===== src/sv/modular_exponentiation_top_macros.svh =====
// assertion macros for the modular exponentiation block
`ifndef MODULAR_EXPONENTIATION_TOP_MACROS_SVH
`define MODULAR_EXPONENTIATION_TOP_MACROS_SVH

// same-cycle implication, checked out of reset
`define MODEXP_ASSERT_IMPL(lbl, clk, rst_n, ante, cons) \
	lbl: assert property (@(posedge clk) disable iff (!rst_n) (ante) |-> (cons)) \
		else $error("modexp assertion failed");

// next-cycle implication, checked out of reset
`define MODEXP_ASSERT_NEXT(lbl, clk, rst_n, ante, cons) \
	lbl: assert property (@(posedge clk) disable iff (!rst_n) (ante) |=> (cons)) \
		else $error("modexp assertion failed");

`endif


===== src/sv/modexp_pkg.sv =====
// shared constants and types for the modular exponentiation block
package modexp_pkg;

	localparam int BASE_W = 32;
	localparam logic [31:0] MOD_RESET = 32'd104060401;

	typedef struct packed {
		logic start;
		logic reduce_only;
	} modexp_mul_cmd_t;

	typedef struct packed {
		logic busy;
		logic done;
	} modexp_mul_sts_t;

endpackage


===== src/sv/modexp_ifs.sv =====
// request and result channel interfaces for the modular exponentiation block
interface modexp_req_if import modexp_pkg::*; #(
	parameter int EXP_WIDTH = 60
);
	logic                 valid;
	logic                 ready;
	logic [BASE_W-1:0]    base_value;
	logic [EXP_WIDTH-1:0] exponent;

	modport source (output valid, output base_value, output exponent, input ready);
	modport sink (input valid, input base_value, input exponent, output ready);
endinterface

interface modexp_rsp_if #(
	parameter int MOD_WIDTH = 27
);
	logic                 valid;
	logic                 ready;
	logic [MOD_WIDTH-1:0] power_result;

	modport source (output valid, output power_result, input ready);
	modport sink (input valid, input power_result, output ready);
endinterface


===== src/sv/modexp_modmul.sv =====
// bit-serial interleaved modular multiplier, one multiplier bit per cycle
module modexp_modmul import modexp_pkg::*; #(
	parameter int MOD_WIDTH = 27,
	parameter int OP_W      = 32
) (
	input  logic                 clk,
	input  logic                 arst_n,
	input  modexp_mul_cmd_t      cmd,
	input  logic [MOD_WIDTH-1:0] multiplicand,
	input  logic [OP_W-1:0]      multiplier,
	input  logic [MOD_WIDTH-1:0] modulus,
	output modexp_mul_sts_t      sts,
	output logic [MOD_WIDTH-1:0] product
);

	localparam int CNT_W = $clog2(OP_W);
	localparam int ACC_W = MOD_WIDTH + 2;

	logic                 busy_q;
	logic                 done_q;
	logic [CNT_W-1:0]     cnt_q;
	logic [MOD_WIDTH-1:0] acc_q;
	logic [OP_W-1:0]      mpr_q;
	logic [MOD_WIDTH-1:0] mcand_q;
	logic                 reduce_q;

	logic [CNT_W-1:0] steps;
	logic [ACC_W-1:0] addend;
	logic [ACC_W-1:0] sum;
	logic [ACC_W-1:0] mod_x1;
	logic [ACC_W-1:0] mod_x2;
	logic [ACC_W-1:0] acc_d;

	assign steps  = cmd.reduce_only ? CNT_W'(BASE_W - 1) : CNT_W'(MOD_WIDTH - 1);
	assign addend = reduce_q ? ACC_W'(1) : ACC_W'(mcand_q);
	assign sum    = {1'b0, acc_q, 1'b0} + (mpr_q[OP_W-1] ? addend : '0);
	assign mod_x1 = ACC_W'(modulus);
	assign mod_x2 = {1'b0, modulus, 1'b0};

	always_comb begin
		if (sum >= mod_x2) begin
			acc_d = sum - mod_x2;
		end else if (sum >= mod_x1) begin
			acc_d = sum - mod_x1;
		end else begin
			acc_d = sum;
		end
	end

	always_ff @(posedge clk or negedge arst_n) begin
		if (!arst_n) begin
			busy_q <= 1'b0;
			done_q <= 1'b0;
			cnt_q  <= '0;
		end else if (cmd.start) begin
			busy_q <= 1'b1;
			done_q <= 1'b0;
			cnt_q  <= steps;
		end else if (busy_q) begin
			if (cnt_q == '0) begin
				busy_q <= 1'b0;
				done_q <= 1'b1;
			end else begin
				cnt_q <= cnt_q - 1'b1;
			end
		end else begin
			done_q <= 1'b0;
		end
	end

	always_ff @(posedge clk) begin
		if (cmd.start) begin
			acc_q    <= '0;
			mpr_q    <= multiplier;
			mcand_q  <= multiplicand;
			reduce_q <= cmd.reduce_only;
		end else if (busy_q) begin
			acc_q <= acc_d[MOD_WIDTH-1:0];
			mpr_q <= mpr_q << 1;
		end
	end

	assign sts.busy = busy_q;
	assign sts.done = done_q;
	assign product  = acc_q;

endmodule


===== src/sv/modular_exponentiation_top.sv =====
// first the base is reduced modulo the modulus, then the exponent bits are scanned up to the leading one
// each later bit: a square, plus a multiply when it is set; a modulus below 2 gives a zero result
// one request at a time, paced by the single bit-serial modular multiplier
// a finished result waits in the output register while the next request is taken
// reset clears the sequencer and the output valid and loads the modulus with 101^4
`include "modular_exponentiation_top_macros.svh"
module modular_exponentiation_top import modexp_pkg::*; #(
	parameter int EXP_WIDTH = 60,
	parameter int MOD_WIDTH = 27
) (
	input  logic                 clk,
	input  logic                 arst_n,
	input  logic                 modulus_wr_en,
	input  logic [MOD_WIDTH-1:0] modulus_wr_data,
	modexp_req_if.sink           req,
	modexp_rsp_if.source         rsp
);

	localparam int OP_W  = (MOD_WIDTH > BASE_W) ? MOD_WIDTH : BASE_W;
	localparam int IDX_W = $clog2(EXP_WIDTH);

	localparam logic [2:0] ST_IDLE = 3'd0;
	localparam logic [2:0] ST_BASE = 3'd1;
	localparam logic [2:0] ST_SCAN = 3'd2;
	localparam logic [2:0] ST_SQR  = 3'd3;
	localparam logic [2:0] ST_MUL  = 3'd4;
	localparam logic [2:0] ST_FIN  = 3'd5;

	logic [2:0]           state_q;
	logic [MOD_WIDTH-1:0] modulus_q;
	logic [EXP_WIDTH-1:0] exp_q;
	logic [IDX_W-1:0]     idx_q;
	logic                 started_q;
	logic [MOD_WIDTH-1:0] r_q;
	logic [MOD_WIDTH-1:0] b_q;
	logic [MOD_WIDTH-1:0] power_q;
	logic                 rsp_valid_q;

	modexp_mul_cmd_t      mul_cmd;
	modexp_mul_sts_t      mul_sts;
	logic [MOD_WIDTH-1:0] mul_mcand;
	logic [OP_W-1:0]      mul_mpr;
	logic [MOD_WIDTH-1:0] mul_prod;

	logic accept;
	logic mod_ok;
	logic cur_bit;
	logic last_bit;
	logic out_free;

	assign accept   = req.valid && req.ready;
	assign mod_ok   = modulus_q >= MOD_WIDTH'(2);
	assign cur_bit  = exp_q[EXP_WIDTH-1];
	assign last_bit = idx_q == '0;
	assign out_free = !rsp_valid_q || rsp.ready;

	always_comb begin
		mul_cmd   = '0;
		mul_mcand = r_q;
		mul_mpr   = OP_W'(r_q) << (OP_W - MOD_WIDTH);
		unique case (state_q)
			ST_IDLE: begin
				if (accept && mod_ok) begin
					mul_cmd.start       = 1'b1;
					mul_cmd.reduce_only = 1'b1;
					mul_mpr             = OP_W'(req.base_value) << (OP_W - BASE_W);
				end
			end
			ST_SCAN: begin
				mul_cmd.start = started_q;
			end
			ST_SQR: begin
				if (mul_sts.done && cur_bit) begin
					mul_cmd.start = 1'b1;
					mul_mcand     = b_q;
					mul_mpr       = OP_W'(mul_prod) << (OP_W - MOD_WIDTH);
				end
			end
			default: begin
			end
		endcase
	end

	modexp_modmul #(
		.MOD_WIDTH (MOD_WIDTH),
		.OP_W      (OP_W)
	) u_modmul (
		.clk          (clk),
		.arst_n       (arst_n),
		.cmd          (mul_cmd),
		.multiplicand (mul_mcand),
		.multiplier   (mul_mpr),
		.modulus      (modulus_q),
		.sts          (mul_sts),
		.product      (mul_prod)
	);

	always_ff @(posedge clk or negedge arst_n) begin
		if (!arst_n) begin
			modulus_q <= MOD_RESET[MOD_WIDTH-1:0];
		end else if (modulus_wr_en) begin
			modulus_q <= modulus_wr_data;
		end
	end

	always_ff @(posedge clk or negedge arst_n) begin
		if (!arst_n) begin
			state_q     <= ST_IDLE;
			exp_q       <= '0;
			idx_q       <= '0;
			started_q   <= 1'b0;
			r_q         <= '0;
			b_q         <= '0;
			power_q     <= '0;
			rsp_valid_q <= 1'b0;
		end else begin
			if (rsp_valid_q && rsp.ready && state_q != ST_FIN) begin
				rsp_valid_q <= 1'b0;
			end
			unique case (state_q)
				ST_IDLE: begin
					if (accept) begin
						exp_q     <= req.exponent;
						idx_q     <= IDX_W'(EXP_WIDTH - 1);
						started_q <= 1'b0;
						if (mod_ok) begin
							r_q     <= MOD_WIDTH'(1);
							state_q <= ST_BASE;
						end else begin
							r_q     <= '0;
							state_q <= ST_FIN;
						end
					end
				end
				ST_BASE: begin
					if (mul_sts.done) begin
						b_q     <= mul_prod;
						state_q <= ST_SCAN;
					end
				end
				ST_SCAN: begin
					if (started_q) begin
						state_q <= ST_SQR;
					end else begin
						if (cur_bit) begin
							r_q       <= b_q;
							started_q <= 1'b1;
						end
						exp_q   <= exp_q << 1;
						idx_q   <= idx_q - 1'b1;
						state_q <= last_bit ? ST_FIN : ST_SCAN;
					end
				end
				ST_SQR: begin
					if (mul_sts.done) begin
						r_q <= mul_prod;
						if (cur_bit) begin
							state_q <= ST_MUL;
						end else begin
							exp_q   <= exp_q << 1;
							idx_q   <= idx_q - 1'b1;
							state_q <= last_bit ? ST_FIN : ST_SCAN;
						end
					end
				end
				ST_MUL: begin
					if (mul_sts.done) begin
						r_q     <= mul_prod;
						exp_q   <= exp_q << 1;
						idx_q   <= idx_q - 1'b1;
						state_q <= last_bit ? ST_FIN : ST_SCAN;
					end
				end
				ST_FIN: begin
					if (out_free) begin
						power_q     <= r_q;
						rsp_valid_q <= 1'b1;
						state_q     <= ST_IDLE;
					end
				end
				default: begin
					state_q <= ST_IDLE;
				end
			endcase
		end
	end

	assign req.ready        = state_q == ST_IDLE;
	assign rsp.valid        = rsp_valid_q;
	assign rsp.power_result = power_q;

	`MODEXP_ASSERT_IMPL(a_idle_unit_quiet, clk, arst_n, state_q == ST_IDLE, !mul_sts.busy)
	`MODEXP_ASSERT_IMPL(a_done_in_wait, clk, arst_n, mul_sts.done,
		state_q == ST_BASE || state_q == ST_SQR || state_q == ST_MUL)
	`MODEXP_ASSERT_NEXT(a_small_mod_skip, clk, arst_n, accept && !mod_ok, state_q == ST_FIN)
	`MODEXP_ASSERT_IMPL(a_result_reduced, clk, arst_n, rsp_valid_q && mod_ok, power_q < modulus_q)

endmodule

===== src/flat_wrapper.sv =====
// flat-port wrapper written by rule: the top's interface ports become plain ports
module modular_exponentiation_top_flat import modexp_pkg::*;
#(
	parameter int EXP_WIDTH = 60,
	parameter int MOD_WIDTH = 27
)
  (clk, arst_n, modulus_wr_en, modulus_wr_data, req_valid, req_base_value, req_exponent, req_ready, rsp_valid, rsp_power_result, rsp_ready);
  modexp_req_if #(.EXP_WIDTH(EXP_WIDTH)) req_i ();
  modexp_rsp_if #(.MOD_WIDTH(MOD_WIDTH)) rsp_i ();
  input  logic clk;
  input  logic arst_n;
  input  logic modulus_wr_en;
  input  logic [MOD_WIDTH-1:0] modulus_wr_data;
  input wire logic [$bits(req_i.valid)-1:0] req_valid;
  input wire logic [$bits(req_i.base_value)-1:0] req_base_value;
  input wire logic [$bits(req_i.exponent)-1:0] req_exponent;
  output wire logic [$bits(req_i.ready)-1:0] req_ready;
  output wire logic [$bits(rsp_i.valid)-1:0] rsp_valid;
  output wire logic [$bits(rsp_i.power_result)-1:0] rsp_power_result;
  input wire logic [$bits(rsp_i.ready)-1:0] rsp_ready;
  assign req_i.valid = req_valid;
  assign req_i.base_value = req_base_value;
  assign req_i.exponent = req_exponent;
  assign req_ready = req_i.ready;
  assign rsp_valid = rsp_i.valid;
  assign rsp_power_result = rsp_i.power_result;
  assign rsp_i.ready = rsp_ready;
  modular_exponentiation_top #(.EXP_WIDTH(EXP_WIDTH), .MOD_WIDTH(MOD_WIDTH)) u_core (.clk(clk), .arst_n(arst_n), .modulus_wr_en(modulus_wr_en), .modulus_wr_data(modulus_wr_data), .req(req_i), .rsp(rsp_i));
endmodule

===== config.mk =====
export PLATFORM = sky130hd
export DESIGN_NAME = modular_exponentiation_top_flat
export DESIGN_NICKNAME = d
export VERILOG_FILES = /design/src/sv/modexp_pkg.sv /design/src/sv/modexp_ifs.sv /design/src/sv/modexp_modmul.sv /design/src/sv/modular_exponentiation_top.sv /design/src/flat_wrapper.sv
export VERILOG_INCLUDE_DIRS = /design/src /design/src/sv
export SDC_FILE = /design/constraint.sdc
export NUM_CORES = 1
export LEC_CHECK = 0
export ABC_AREA = 1
export BUFFER_PORTS_ARGS = -buffer_cell sky130_fd_sc_hd__buf_2
export CORE_ASPECT_RATIO = 1.2
export CORE_UTILIZATION = 60
export CTS_BUF_LIST = sky130_fd_sc_hd__clkbuf_2 sky130_fd_sc_hd__clkbuf_4 sky130_fd_sc_hd__clkbuf_8
export CTS_CLUSTER_DIAMETER = 120
export DETAILED_ROUTE_END_ITERATION = 10
export GPL_ROUTABILITY_DRIVEN = 0
export MAX_ROUTING_LAYER = met4
export PLACE_DENSITY = 0.89
export SLEW_MARGIN = 5
export SYNTH_ARGS = -nofsm -noshare
export SYNTH_HDL_FRONTEND = slang
export SYNTH_HIERARCHICAL = 1
export SYNTH_SLANG_ARGS = --single-unit
export TNS_END_PERCENT = 30

===== constraint.sdc =====
create_clock -name clk -period 7.66 [get_ports clk]
set_clock_uncertainty 0.2 [all_clocks]
set_input_delay 0.766 -clock clk [delete_from_list [all_inputs] [get_ports clk]]
set_output_delay 0.766 -clock clk [all_outputs]
set_load 0.005 [all_outputs]

Word-level counts from Yosys, hierarchy flattened
Cells that the tools add are included.
Storage, ports and cells
  register bits after elaboration: 273
  logic and storage cells: 125
  bits of input ports: 124
  output and inout bits: 29
Cells by class
  mux-type cells: 60
  reduce and logical (&&, ||, !) cells: 23
  equal/unequal tests: 17
  $lt $le $gt $ge: 3
  add/subtract/negate cells: 5
Operators with widths (count)
  $mux 60: 5
  $mux 27: 10
  $pmux 60 s4: 1
  $mux 32: 4
  $pmux 27 s3: 1
  $pmux 32 s2: 1
  $sub 27x27->27: 2
  $mux 3: 10
  $mux 6: 5
  $add 28x27->29: 1
  $ge 29x27->1: 1
  $ge 29x28->1: 1
  $ge 27x2->1 const B: 1
  $pmux 6 s4: 1
  $pmux 3 s6: 1
  $mux 1: 15
  $mux 5: 3
  $reduce_and 5->1: 3
  $ne 2x2->1 const B: 6
  $ne 2x1->1 const B: 4
  $reduce_and 2->1: 4
  $eq 3x2->1 const B: 2
  $eq 3x3->1 const B: 2
  $logic_not 6->1: 1
  18 further kinds: 23

Depth between registers and ports, before layout
Gate-level depths: netlist (run 1).
  depth after elaboration: 7
  mapped depth: 36
  depth with buffers taken out: 34

By module
The synthesis (run 1) kept the hierarchy.
By module, submodules not included
  modular_exponentiation_top: area an instance 9459.1 um^2, seq. area each 4499.3 um^2, cells each 1259, times used 1
  modexp_modmul: area an instance 9305.2 um^2, seq. area each 2517.4 um^2, cells each 1428, times used 1

Worst setup path before layout (run 1)
Ideal clock, no wire load.
  path kind: input-to-reg
  start point: input port req_valid
  end point: register u_core.u_modmul.mpr_q[0], enable pin
  data arrival time: 3.554 ns
  stages on the path: 9
  library setup time: 0.401 ns
  required time: 7.059 ns
  path buffers: 3
  setup slack: 3.505 ns
  cells stage by stage: inv_1 > nor2_1 > nand2_1 > clkbuf_1 > nand3b_1 > clkbuf_1 > nor2_1 > clkbuf_1 > inv_1
RTL lines
  start, declared: line flat_wrapper.sv:14  | input wire logic [$bits(req_i.valid)-1:0] req_valid;
  end signal, assigned: line modexp_modmul.sv:74  | mpr_q <= multiplier;
  end signal, assigned: line modexp_modmul.sv:79  | mpr_q <= mpr_q << 1;
  end, declared: line modexp_modmul.sv:23  | logic [OP_W-1:0] mpr_q;

Worst setup path in the final report (run 1)
  start point: register u_core.u_modmul.mpr_q[31]
  end point: register u_core.u_modmul.acc_q[8], in the netlist u_core/u_modmul/product[8]
Between the ends
  word-level cells in the longest chain between the ends: 5
  elaborated cells between the ends (all ways): 8
  classes of those cells: 3 x add/sub; 2 x order compare; 3 x mux
RTL lines
  $mux 27 *: line modexp_modmul.sv:36  | assign sum = {1'b0, acc_q, 1'b0} + (mpr_q[OP_W-1] ? addend : '0);
  $add 28x27->29 *: line modexp_modmul.sv:36
  $sub 27x27->27 / $ge 29x27->1 (equally long branches): line modexp_modmul.sv:44, modexp_modmul.sv:43
  $mux 27: line modexp_modmul.sv:43  | end else if (sum >= mod_x1) begin
  $mux 27 *: line modexp_modmul.sv:41  | if (sum >= mod_x2) begin
  end signal, assigned: line modexp_modmul.sv:78  | acc_q <= acc_d[MOD_WIDTH-1:0];
  end, declared: line modexp_modmul.sv:22  | logic [MOD_WIDTH-1:0] acc_q;
Every way passes the cells marked *; elsewhere a longest branch is shown, timed or not.
A chain may end at the register's enable or synchronous reset.

==> metrics.md, run 1 <==
| Metric | Value |
|---|---|
| Global route total overflow | `0` |
| TNS Setup | `0 ns` |
| Number of synthesis warnings | `6` |
| Clk sinks | `273` |
| Max IR drop VDD | `0.2916 mV` |
| Synth-to-layout area growth | `10.21%` |
| Antenna violations before repair | `0` |
| Synth Net Count | `2896` |
| Rows | `70` |
| Port Buffers | `152` |
| P_sw | `5.160 mW` |
| CTS tree | `built` |
| Vias in the first global route | `17880` |
| Worst slew margin | `16.16%` |
| Core Area | `30650 sq um` |
| DRC violations left | `0` |
| Final wirelength | `53130 um` |
| Die H | `195.7 um` |
| Layout cell share with drive strength beyond 1 | `11.46%` |
| Drt initial violations | `2321` |
| Fin crit share | `69.08%` |
| Sw Ratio | `51.45%` |
| Max Slew Vio Count | `0` |
| Post-Syn Area | `18760 sq um` |
| Max clock buf depth | `3` |
| Largest net degree at the start of global routing | `126` |
| Dpl hpwl | `37940 um` |
| DIE WIDTH | `163.4 um` |
| Most common cell after layout, fill and taps aside | `nand2_1` |
| CTS Buf Count | `45` |
| Result of the run | `complete, no violations` |
| Cts repair resizes | `0` |
| Setup slack after layout | `2.368 ns` |
| Drt first pass iters | `6` |
| M1 WL | `20860 um` |
| Combinational Power Share | `61.4%` |
| Critical Path AT | `5.55 ns` |
| Clock insertion delay at the later pin of the skew report | `0.58 ns` |
| Setup Buffers After CTS | `0` |
| Maximum fanout count along the critical path | `26` |
| Max_cap viols | `0` |
| Hold_buf cts | `0` |
| Final hold violation count | `0` |
| Top routing layer in use | `met4` |
| CTS root buf | `clkbuf_8` |
| Worst-Margin Slew | `1.250 ns` |
| Seq pwr share | `24.9%` |
| Via count | `18870` |
| Required time worst endpoint | `7.92 ns` |
| Clk pwr share | `13.8%` |
| Final Cell Area | `20670 sq um` |
| Critical path type | `reg2reg` |
| Endpoints failing setup | `0` |
| Final Critical Period | `5.292 ns` |
| Cell Pwr Density | `485.2 nW/um^2` |
| First-pass GRT wire length | `85150 um` |
| Most frequent cells in the layout | `816 x nand2_1, 366 x inv_1, 246 x o21ai_0, 172 x nor2_1, 172 x nand3_1` |
| FMAX | `189.0 MHz` |
| RSZ-0062 raised after global routing | `false` |
| # fillers | `2488` |
| Syn Area/Cell | `6.983 sq um` |
| Met3 WL | `4899 um` |
| Routed len/inst | `16.44 um` |
| Number of I/O pins | `153` |
| H-tree depth | `2` |
| Via/cell ratio | `5.840` |
| Diode count | `0` |
| Clock transition at path regs | `0.06 ns` |
| Nets@finish | `3009` |
| Met2 WL | `24220 um` |
| DP Area | `19700 sq um` |
| Cell count after synthesis | `2686` |
| ANT nets after route | `0` |
| DP Worst Slack | `2.630 ns` |
| Initial Util | `61.19%` |
| Internal power | `4.870 mW` |
| Total track usage | `34.08%` |
| Crit. End Element | `flip-flop` |
| Die area | `31980 sq um` |
| Crit path launch type | `flip-flop` |
| Static Leakage | `10.72 nW` |
| Hold Crit Class | `in2async` |
-- path summary, 6_finish.rpt --
kind,start,cells after the start,endpoint,slack (ns)
max,u_core/u_modmul/mpr_q[31],27,u_core/u_modmul/product[8],2.37
min,arst_n,1,u_core/exp_q[59],0.11
max reg2reg,u_core/u_modmul/mpr_q[31],27,u_core/u_modmul/product[8],2.37
min reg2reg,u_core/exp_q[4],2,u_core/exp_q[4],0.28
max in group asynchronous,arst_n,2,u_core/rsp.power_result[22],5.56
min in group clk,modulus_wr_data[3],3,u_core/modulus_q[3],0.20
-- sequential cells by signal, summed over array words and instances, names as in the netlist, 3 cells and up --
name	count
u_core/exp_q	60
u_core/u_modmul/mpr_q	32
u_core/b_q	27
u_core/modulus_q	27
u_core/r_q	27
u_core/rsp.power_result	27
u_core/u_modmul/mcand_q	27
u_core/u_modmul/product	27
u_core/idx_q	6
u_core/u_modmul/cnt_q	5
u_core/state_q	3
-- metrics by stage --
| step | std cells | utilization, % | hold WS (ns) | power [mW] |
|---|---|---|---|---|
| after global placement | 3148 | 64.27 | 0.2513 | 8.169 |
| after floorplan | 2686 | - | 0.2364 | 6.960 |
| after CTS | 3231 | 67.43 | 0.1539 | 9.820 |
| final | 3231 | 67.43 | 0.1063 | 10.03 |
| after detailed placement | 3148 | 64.27 | 0.2678 | 8.386 |
| after global routing | 3231 | 67.43 | 0.1837 | 10.82 |
-- worst max-delay path, cell delays in order, from the launching register on --
cell	delay, ns
edfxtp_1	0.38
inv_1	0.07
nor2_1	0.06
inv_2	0.31
nor2_1	0.10
ha_1	0.37
a21oi_1	0.32
nor2_1	0.08
nor2_1	0.16
nor2_1	0.08
o21bai_1	0.20
nand3_1	0.18
xor2_1	0.44
ha_1	0.39
nand2_1	0.15
nor2_1	0.08
nand2_1	0.08
nor2_1	0.06
nand2_1	0.06
o21ai_1	0.07
nor2_1	0.29
nand3_2	0.14
nor2_4	0.45
nand3_1	0.17
nand3_1	0.10
nand2_1	0.05
nand2_1	0.05
nand2_1	0.05
-- power groups by stage --
stage / clock, mW / sequential [mW] / combinational [mW]
2_1_floorplan: 0 / 2.37 / 4.59
3_3_place_gp: 0 / 2.47 / 5.70
3_5_place_dp: 0 / 2.50 / 5.89
4_1_cts: 1.40 / 2.48 / 5.94
5_1_grt: 1.47 / 2.54 / 6.81
6_report: 1.38 / 2.50 / 6.15
-- per-layer routing --
metal,vias up,GRT usage (%)
li1,8896,-
met5,-,-
met1,8613,41.50
met4,0,18.80
met2,1126,53.39
met3,234,6.068
-- area by class of cell --
class | count | area, sq um | share of cell area [%]
clock buffers | 73 | 873.3 | 4.225
repair buffers | 167 | 882.1 | 4.267
inverters | 379 | 1425 | 6.894
multi-input cells | 1933 | 9881 | 47.80
clock inverters | 10 | 97.59 | 0.4721
well taps | 396 | 495.5 | 2.397
flip-flops and latches | 273 | 7017 | 33.94
Power figures use the tool's default switching activity.
==> run 2: changes to the inputs <==
==> constraint.sdc (replaced) <==
create_clock -name clk -period 5.1 [get_ports clk]
set_clock_uncertainty 0.2 [all_clocks]
set_input_delay 0.51 -clock clk [delete_from_list [all_inputs] [get_ports clk]]
set_output_delay 0.51 -clock clk [all_outputs]
set_load 0.005 [all_outputs]
==> metrics.md, run 2 (synthesis results as in run 1) <==
| Metric | Value |
|---|---|
| Required time worst endpoint | `5.36 ns` |
| CTS tree | `built` |
| ANT nets after route | `0` |
| RR Endpoint | `u_core/u_modmul/product[26]` |
| Max clock buf depth | `3` |
| Biggest registers after layout | `u_core/exp_q x60, u_core/u_modmul/mpr_q x32` |
| Most frequent cells in the layout | `816 x nand2_1, 367 x inv_1, 246 x o21ai_0, 172 x nand3_1` |
| Maximum fanout count along the critical path | `25` |
| Fin crit share | `97.54%` |
| R2r setup slk | `0.13 ns` |
| Crit-path max cell delay | `0.82 ns` |
| Final wirelength | `53520 um` |
| Die area | `31980 sq um` |
| CTS Buf Count | `44` |
| Drt initial violations | `2325` |
| Slowest CP cell | `o21ai_0` |
| Dpl hpwl | `37990 um` |
| CP endpoint | `u_core/u_modmul/product[26]` |
| Via count | `19060` |
| Max_cap viols | `0` |
| DIE WIDTH | `163.4 um` |
| Failing checks | `DRC` |
| Critical path cell sequence | `nor2_2 -> inv_4 -> nor2_1 -> ha_1 -> inv_1 -> fa_1 -> o21bai_2 -> nand3_1 -> nand3_1 -> nand4_1 -> nand3_1 -> nand2_1 -> ha_1 -> a21oi_1 -> o21ai_0 -> o21ai_0 -> nand4_1 -> nand3_1 -> nand2_1 -> nand2_1 -> nand2_1` |
| Post-layout util | `68.77%` |
| First-pass GRT wire length | `85540 um` |
| Met1 usage | `40.93%` |
| Cell count along the critical path | `21` |
| Largest net degree at the start of global routing | `126` |
| Port Buffers | `152` |
| Crit path buffers/inverters | `2` |
| Endpoints failing setup | `0` |
| Synth-to-layout area growth | `12.39%` |
| Rows | `70` |
| M3 GR Usage | `5.328%` |
| Cell Pwr Density | `718.0 nW/um^2` |
| R2R cell count | `21` |
| Crit path launch type | `flip-flop` |
| Worst slew margin | `22.38%` |
| GR Util met2 | `54.72%` |
| Static Leakage | `10.89 nW` |
| Total track usage | `33.83%` |
| Max reg flops | `60` |
| Result of the run | `finished, violations left` |
| Die H | `195.7 um` |
| DRC violations left | `1` |
| H-tree depth | `2` |
| Vias in the first global route | `18220` |
| Diode count | `0` |
| Antenna violations before repair | `0` |
| Max Slew Vio Count | `0` |
| Via/cell ratio | `5.833` |
| Critical path type | `reg2reg` |
| Drt first pass iters | `9` |
| Layout cell share with drive strength beyond 1 | `11.88%` |
| Core Area | `30650 sq um` |
| Routed len/inst | `16.38 um` |
| R2r startpoint | `u_core/u_modmul/reduce_q` |
| CTS root buf | `clkbuf_8` |
| Nets@finish | `3047` |
| TNS Setup | `0 ns` |
| Clock insertion delay at the later pin of the skew report | `0.59 ns` |
| Clock transition at path regs | `0.07 ns` |
| Initial Util | `61.19%` |
| Worst-Margin Slew | `1.164 ns` |
| FMAX | `201.0 MHz` |
| Crit path from | `u_core/u_modmul/reduce_q` |
| Final hold violation count | `0` |
| Top cell family by delay on the critical path | `compound AO/OA/AOI/OAI gates` |
| Top reg by flops | `u_core/exp_q` |
| Max IR drop VDD | `0.3625 mV` |
| Critical Path AT | `5.23 ns` |
| Most common cell after layout, fill and taps aside | `nand2_1` |
| Clk sinks | `273` |
| Hold Crit Class | `in2reg` |
| Crit. End Element | `flip-flop` |
| Number of I/O pins | `153` |
| Global route total overflow | `0` |
| Gr busiest metal | `met2` |
| Final Critical Period | `4.975 ns` |
[run 2: cell count changes in the layout (fill, tap and decap cells not counted), moves of 3 or more]
cell,previous run,this run
buf_4,15,20
clkbuf_4,21,15
clkbuf_8,53,56
clkinv_1,9,3
clkinv_2,2,5
dlygate4sd3_1,0,30
[run 2: worst min path at each step]
| stage | from | endpoint | depth (start not counted) | slack, ns |
|---|---|---|---|---|
| finish | rsp_ready | u_core/rsp.valid | 4 | 0.07 |
| floorplan | arst_n | u_core/b_q[0] | 0 | 0.01 |
| CTS | rsp_ready | u_core/rsp.valid | 4 | 0.06 |
| global route | rsp_ready | u_core/rsp.valid | 4 | 0.11 |
| global placement | u_core/exp_q[0] | u_core/exp_q[0] | 2 | 0.26 |
| detailed placement | u_core/exp_q[0] | u_core/exp_q[0] | 2 | 0.26 |
[run 2: routing by layer]
layer,wire length [um],vias to the layer above
met5,0,-
met4,2622,0
met3,4989,237
met2,25290,1177
met1,20620,8672
li1,-,8972
[run 2: metrics by stage]
stage	hold WS [ns]	cell area, sq um	worst slack, ns	instances	power, mW
6_report	0.07245	21080	0.1253	3267	15.14
5_1_grt	0.1061	21080	-0.004185	3267	16.30
4_1_cts	0.05669	21000	0.02298	3264	14.71
3_5_place_dp	0.2596	19750	0.007985	3154	12.59
3_3_place_gp	0.2567	19750	0.3498	3154	12.24
2_1_floorplan	0.01441	18760	1.023	2686	10.45
[run 2: layout make-up]
cell class	instances	area [sq um]
timing repair buffer	204	1251
inverter	379	1428
clock inverter	10	85.08
fill	2478	9573
tap	396	495.5
clock buffer	70	869.6
sequential	273	7017
multi-input combinational	1935	9936
[run 2: power breakdown]
| part | switching [mW] | internal [mW] | total [mW] |
|---|---|---|---|
| clock | 0.883 | 1.14 | 2.02 |
| combinational | 6.36 | 3.03 | 9.39 |
| sequential | 0.530 | 3.20 | 3.73 |
[run 2: worst register-to-register path, cell delays in order (launching register included)]
cell      delay (ns)
edfxtp_1        0.41
nor2_2          0.22
inv_4           0.14
nor2_1          0.15
ha_1            0.18
inv_1           0.05
fa_1            0.44
o21bai_2        0.28
nand3_1         0.12
nand3_1         0.14
nand4_1         0.14
nand3_1         0.11
nand2_1         0.14
ha_1            0.39
a21oi_1         0.24
o21ai_0         0.19
o21ai_0         0.82
nand4_1         0.21
nand3_1         0.13
nand2_1         0.06
nand2_1         0.05
nand2_1         0.05
[run 2: repair_timing]
action,4_1_cts,5_1_grt
endpoints found under the setup margin,0,27
buffers inserted,0,1
hold buffers,30,0
gates resized for setup,0,11
hold endpoints to repair,135,0
